`config.mk`:
```
export PLATFORM = sky130hd
export DESIGN_NAME = lpl_slope_div
export DESIGN_NICKNAME = d
export VERILOG_FILES = /design/src/sv/lpl_pkg.sv /design/src/sv/lpl_slope_div.sv
export SDC_FILE = /design/constraint.sdc
export NUM_CORES = 1
export LEC_CHECK = 0
export BUFFER_PORTS_ARGS = -buffer_cell sky130_fd_sc_hd__buf_2
export CAP_MARGIN = 20
export CORE_MARGIN = 2
export CORE_UTILIZATION = 30
export CTS_CLUSTER_DIAMETER = 60
export DETAILED_ROUTE_END_ITERATION = 8
export SLEW_MARGIN = 20
export SYNTH_ARGS = -nofsm -noshare
export SYNTH_HDL_FRONTEND = slang
export SYNTH_SLANG_ARGS = --single-unit
```
`constraint.sdc`:
```
create_clock -name clock -period 4.1 [get_ports clock]
set_clock_uncertainty 0.1 [all_clocks]
set_input_delay 1.025 -clock clock [delete_from_list [all_inputs] [get_ports clock]]
set_output_delay 1.025 -clock clock [all_outputs]
set_load 0.05 [all_outputs]
```
`src/sv/lpl_pkg.sv`:
```
// Package for the look-ahead peak limiter: payload structs, lane control and status
// structs, controller states and shared constants.
// Depends on nothing; every other file of the block uses it.

package lpl_pkg;

   // Field widths fixed by the item formats.
   localparam int SAMPLE_W  = 24;
   localparam int THR_W     = 23;
   localparam int HW_W      = 9;
   localparam int GAIN_W    = 33;   // Q1.32 gain, unsigned
   localparam int SLOPE_W   = 34;   // Q2.32 slope, signed
   localparam int WGAIN_W   = 17;   // Q1.16 window gain
   localparam int QGAIN_W   = 16;   // a lane quotient is always below unity
   localparam int MAX_CHANNELS = 2;

   // Parameter defaults.
   localparam int DELAY_DEPTH_DEF = 1024;
   localparam int CHANNELS_DEF    = 2;

   // Reset values.
   localparam logic [THR_W-1:0]   THRESHOLD_RST   = 23'd2097152;
   localparam logic [HW_W-1:0]    HALF_WINDOW_RST = 9'd256;
   localparam logic [WGAIN_W-1:0] UNITY_Q16       = 17'h10000;
   localparam logic [GAIN_W-1:0]  UNITY_Q32       = 33'h1_0000_0000;

   // Lane divider length: one quotient bit per cycle.
   localparam int LANE_DIV_STEPS = QGAIN_W;

   // Slope divider: two quotient bits per cycle over the even-width magnitude.
   localparam int SLOPE_DIV_STEPS = SLOPE_W / 2;

   // Configuration register indexes.
   localparam int CSR_IDX_W = 1;
   typedef enum logic [CSR_IDX_W-1:0] {
      CSR_THRESHOLD   = 1'b0,
      CSR_HALF_WINDOW = 1'b1
   } csr_index_type;

   // Input and result items.
   typedef struct packed {
      logic signed [SAMPLE_W-1:0] ch1_sample;
      logic signed [SAMPLE_W-1:0] ch0_sample;
   } req_type;

   typedef struct packed {
      logic signed [SAMPLE_W-1:0] ch1_out;
      logic signed [SAMPLE_W-1:0] ch0_out;
   } rsp_type;

   // Controller to lane.
   typedef struct packed {
      logic start;   // item accepted: store sample, fetch delayed sample, start divide
      logic mul;     // scale the delayed sample by the current gain
   } lane_ctrl_type;

   // Lane to merging stage.
   typedef struct packed {
      logic               busy;
      logic               hit;       // sample magnitude above threshold
      logic [QGAIN_W-1:0] win_gain;  // threshold / |x| in Q0.16
   } lane_stat_type;

   // Controller states.
   typedef enum logic [1:0] {
      ST_IDLE,
      ST_DIVIDE,
      ST_MULTIPLY,
      ST_DELIVER
   } state_type;

endpackage

```
`src/sv/lpl_slope_div.sv`:
```
// Signed divider for the gain slope: (target - gain) / half_window, truncated toward zero.
// Two quotient bits per cycle. Depends on lpl_pkg.

module lpl_slope_div (
   input  logic                                clock,
   input  logic                                reset,
   input  logic                                start,
   input  logic signed [lpl_pkg::SLOPE_W-1:0]  dividend,
   input  logic [lpl_pkg::HW_W-1:0]            divisor,
   output logic                                busy,
   output logic signed [lpl_pkg::SLOPE_W-1:0]  quotient
);

   localparam int NW  = lpl_pkg::SLOPE_W;
   localparam int DW  = lpl_pkg::HW_W;
   localparam int CNW = $clog2(lpl_pkg::SLOPE_DIV_STEPS + 1);

   logic [NW-1:0]  mag_ff, mag_in;
   logic [DW-1:0]  rem_ff, rem_in;
   logic [DW-1:0]  div_ff, div_in;
   logic           neg_ff, neg_in;
   logic [CNW-1:0] cnt_ff, cnt_in;
   logic [DW:0]    r1_c, r2_c;
   logic [DW-1:0]  rem1_c;
   logic           q1_c, q2_c;

   // Two restoring steps per cycle on the narrow remainder; quotient bits shift
   // into the bottom of the magnitude register as the dividend bits leave the top.
   always_comb begin
      r1_c   = {rem_ff, mag_ff[NW-1]};
      q1_c   = r1_c >= {1'b0, div_ff};
      rem1_c = q1_c ? DW'(r1_c - {1'b0, div_ff}) : r1_c[DW-1:0];
      r2_c   = {rem1_c, mag_ff[NW-2]};
      q2_c   = r2_c >= {1'b0, div_ff};

      mag_in = mag_ff;
      rem_in = rem_ff;
      div_in = div_ff;
      neg_in = neg_ff;
      cnt_in = cnt_ff;
      if (start) begin
         neg_in = dividend[NW-1];
         mag_in = dividend[NW-1] ? NW'(-dividend) : dividend;
         rem_in = '0;
         div_in = divisor;
         cnt_in = CNW'(lpl_pkg::SLOPE_DIV_STEPS);
      end else if (cnt_ff != '0) begin
         rem_in = q2_c ? DW'(r2_c - {1'b0, div_ff}) : r2_c[DW-1:0];
         mag_in = {mag_ff[NW-3:0], q1_c, q2_c};
         cnt_in = cnt_ff - CNW'(1);
      end
   end

   always_ff @(posedge clock) begin
      if (reset) begin
         cnt_ff <= '0;
      end else begin
         cnt_ff <= cnt_in;
      end
   end

   always_ff @(posedge clock) begin
      mag_ff <= mag_in;
      rem_ff <= rem_in;
      div_ff <= div_in;
      neg_ff <= neg_in;
   end

   assign busy     = cnt_ff != '0;
   assign quotient = neg_ff ? -$signed(mag_ff) : $signed(mag_ff);

endmodule

```
==> summary.txt <==
Min path
  • Worst hold path type: flop to flop
  • HP Start: rem_ff[1]

Synthesis
  • Dominant cell type by area after synthesis: edfxtp_1
  • Synthesized area: 4579 sq um
  • Synth unique cells: 62
  • Seq cells post-synth: 58
  • Synth area leaders: edfxtp_1 29%, xnor2_1 7.1%, xor2_1 6.5%
  • Ys flop type: edfxtp_1
  • YS warnings: 0
  • Syn Nets: 573
  • Number of flops mapped to enable cells by yosys: 44
  • Sequential element share of the synthesized area: 34.97%
  • Synth Instances: 503
  • Synth Area per Inst: 9.104 sq um
  • Synth top area share: 28.85%
  • Synth async-reset ratio: 0%

Floorplan
  • Die X: 127.6 um
  • Full die area: 16270 sq um
  • IO Count: 81
  • Starting Density: 30.46%
  • Height of the die: 127.6 um
  • Placeable Area: 15030 sq um
  • Row Count: 45

CTS
  • CTS tree: built
  • Clock Latency Late Sink: 0.33 ns
  • Largest buffer count on any clock path: 2
  • Clock slew at reported path FFs: 0.05 ns
  • Total CTS buffers: 9
  • Number of hold buffers added after cts: 0
  • Root buffer cell: clkbuf_16
  • Clk sinks: 58
  • H-tree Lvls: 3

Layout
  • Number of fill cells: 1442
  • Share of layout cells above drive strength 1: 28.94%
  • Non-filler cells, final: 803
  • P&R area growth vs syn: 29.43%
  • Storage cell area: 1602 sq um
  • Most common cell after layout, fill and taps aside: buf_2
  • Final nets: 680
  • Commonest cells after routing, fill and taps aside: 75 x buf_2, 60 x nor2_1, 44 x edfxtp_1
  • Antenna cells: 0
  • Multi-input gate area: 3043 sq um

STA
  • Slew HR: 62.23%
  • Fin. max-slew vios: 0
  • Final hold slack: 0.4166 ns
  • Fin crit period: 4.047 ns
  • Max Freq: 247.1 MHz
  • Worst-Margin Slew: 0.5665 ns
  • Finish-stage setup viols: 0
  • Period utilisation layout: 98.70%
  • RSZ-0062 raised after global routing: true
  • Final hold violations: 0

Setup path
  • Crit path from: mag_ff[15]
  • Setup CP Type: flop to output pin
  • Reg2Reg Setup Slack: 0.14 ns
  • Nature of the critical path startpoint: flop
  • Reg-to-reg startpoint: mag_ff[33]
  • Crit path DAT: 2.92 ns
  • CP endpoint kind: output pin
  • Critical path fanouts, max: 6
  • Worst path required time: 2.97 ns

Detailed routing
  • Initial drt markers: 319
  • Post-route DRC: 0
  • Routed vias/inst: 5.248
  • Routed vias: 4214
  • Drt pass-1 iters: 5
  • Routed len/inst: 15.61 um
  • Remaining antenna violation count after routing: 0
  • Final wirelength: 12530 um

Place
  • Final Wtd Congestion: 0.8588
  • Post-Place Cells: 772
  • IO buf count: 80
  • DP HPWL: 9393 um

Job
  • Number of max-cap violations: 0

Global route
  • Vias in the first global route: 4079
  • GRT Util Overall: 15.00%
  • Antenna violations before repair: 0
  • Gr ovfl total: 0
  • Largest net degree at the start of global routing: 38
  • First-pass GRT wire length: 19800 um

Pwr
  • Maximum VDD drop: 0.2965 mV
  • Leak: 2.330 nW
  • Cell Pwr Density: 679.5 nW/um^2

Status
  • Status: finished clean
## cells in the mapped netlist, types with 8 or more instances
| library cell | count |
|---|---|
| nand2b_1 | 10 |
| dfxtp_1 | 14 |
| nor2_1 | 61 |
| nand3_1 | 8 |
| edfxtp_1 | 44 |
| xor2_1 | 34 |
| nor3_1 | 11 |
| o31ai_1 | 20 |
| xnor2_1 | 37 |
| ha_1 | 22 |
| o21ai_0 | 28 |
| inv_1 | 21 |
| nand2_1 | 23 |
| o41ai_1 | 9 |
| a21oi_1 | 39 |
| clkbuf_1 | 15 |
| mux2i_1 | 9 |
## worst max-delay path: stages, from the launching register on
cell	delay, ns
edfxtp_1	0.48
or4_4	0.47
or3_4	0.37
nor4b_4	0.25
or3b_4	0.45
o31ai_4	0.18
xnor2_1	0.16
buf_4	0.23
## registers in the layout (all words and copies together), names as in the netlist
signal	count
cnt_ff	5
neg_ff	1
div_ff	9
rem_ff	9
mag_ff	34
## cells by family after synthesis
family,count (synthesis),share of synthesized area (%)
muxes,14,3.197
DFF,58,34.97
AOI/OAI and AO/OA,133,19.07
adders and majority gates,24,6.885
buffers and inverters,40,3.470
xor gates and xnor gates,71,13.58
and+or+nand+nor,163,18.83
## per-stage QoR
step | worst slack (ns) | total power [W] | util (%) | cell area (sq um) | setup TNS (ns)
after global placement | 0.05045 | 0.002819 | 35.38 | 5319 | 0
after CTS | 0.002594 | 0.003671 | 37.71 | 5669 | 0
after detailed placement | -0.1027 | 0.002867 | 35.38 | 5319 | -0.4082
after floorplan | 0.03237 | 0.002397 | - | 4616 | 0
after global routing | -0.07995 | 0.004266 | 39.43 | 5927 | -0.4356
final | 0.05318 | 0.004027 | 39.43 | 5927 | 0
## final cells by class
type | count | share of cell area, %
clock buffers | 9 | 3.800
clock inverters | 7 | 1.013
multi-input cells | 405 | 51.34
flip-flops and latches | 58 | 27.02
inverters | 21 | 1.330
repair buffers | 115 | 11.53
well taps | 188 | 3.969
## final timing paths
check                 endpoint  cells after the start
hold / removal       rem_ff[1]                      2
setup / recovery  quotient[28]                      7
setup reg to reg     rem_ff[7]                     17
hold reg to reg      rem_ff[1]                      2
## report_power, final
part | leakage [nW] | switching, W | internal [W]
sequential | 0.555 | 0.000124 | 0.000780
clock | 0.140 | 0.000261 | 0.000462
combinational | 1.63 | 0.00135 | 0.00105
total | 2.33 | 0.00174 | 0.00229
## per-layer routing
metal / vias up / track usage, % / wire length, um
met3: 19 / 3.266 / 682
met5: - / 0 / 0
met2: 136 / 24.32 / 5846
li1: 2076 / - / -
met1: 1983 / 20.18 / 5800
met4: 0 / 4.202 / 203
## repair_timing
action                                  in CTS  in global routing
pin swaps                                    2                 12
gates cloned                                 1                  0
gates resized for setup                      9                 42
endpoints found under the setup margin      14                 19
endpoints found under the hold margin        0                  0
setup buffers                                5                  9
No activity file was read; power rests on OpenSTA's default activity.
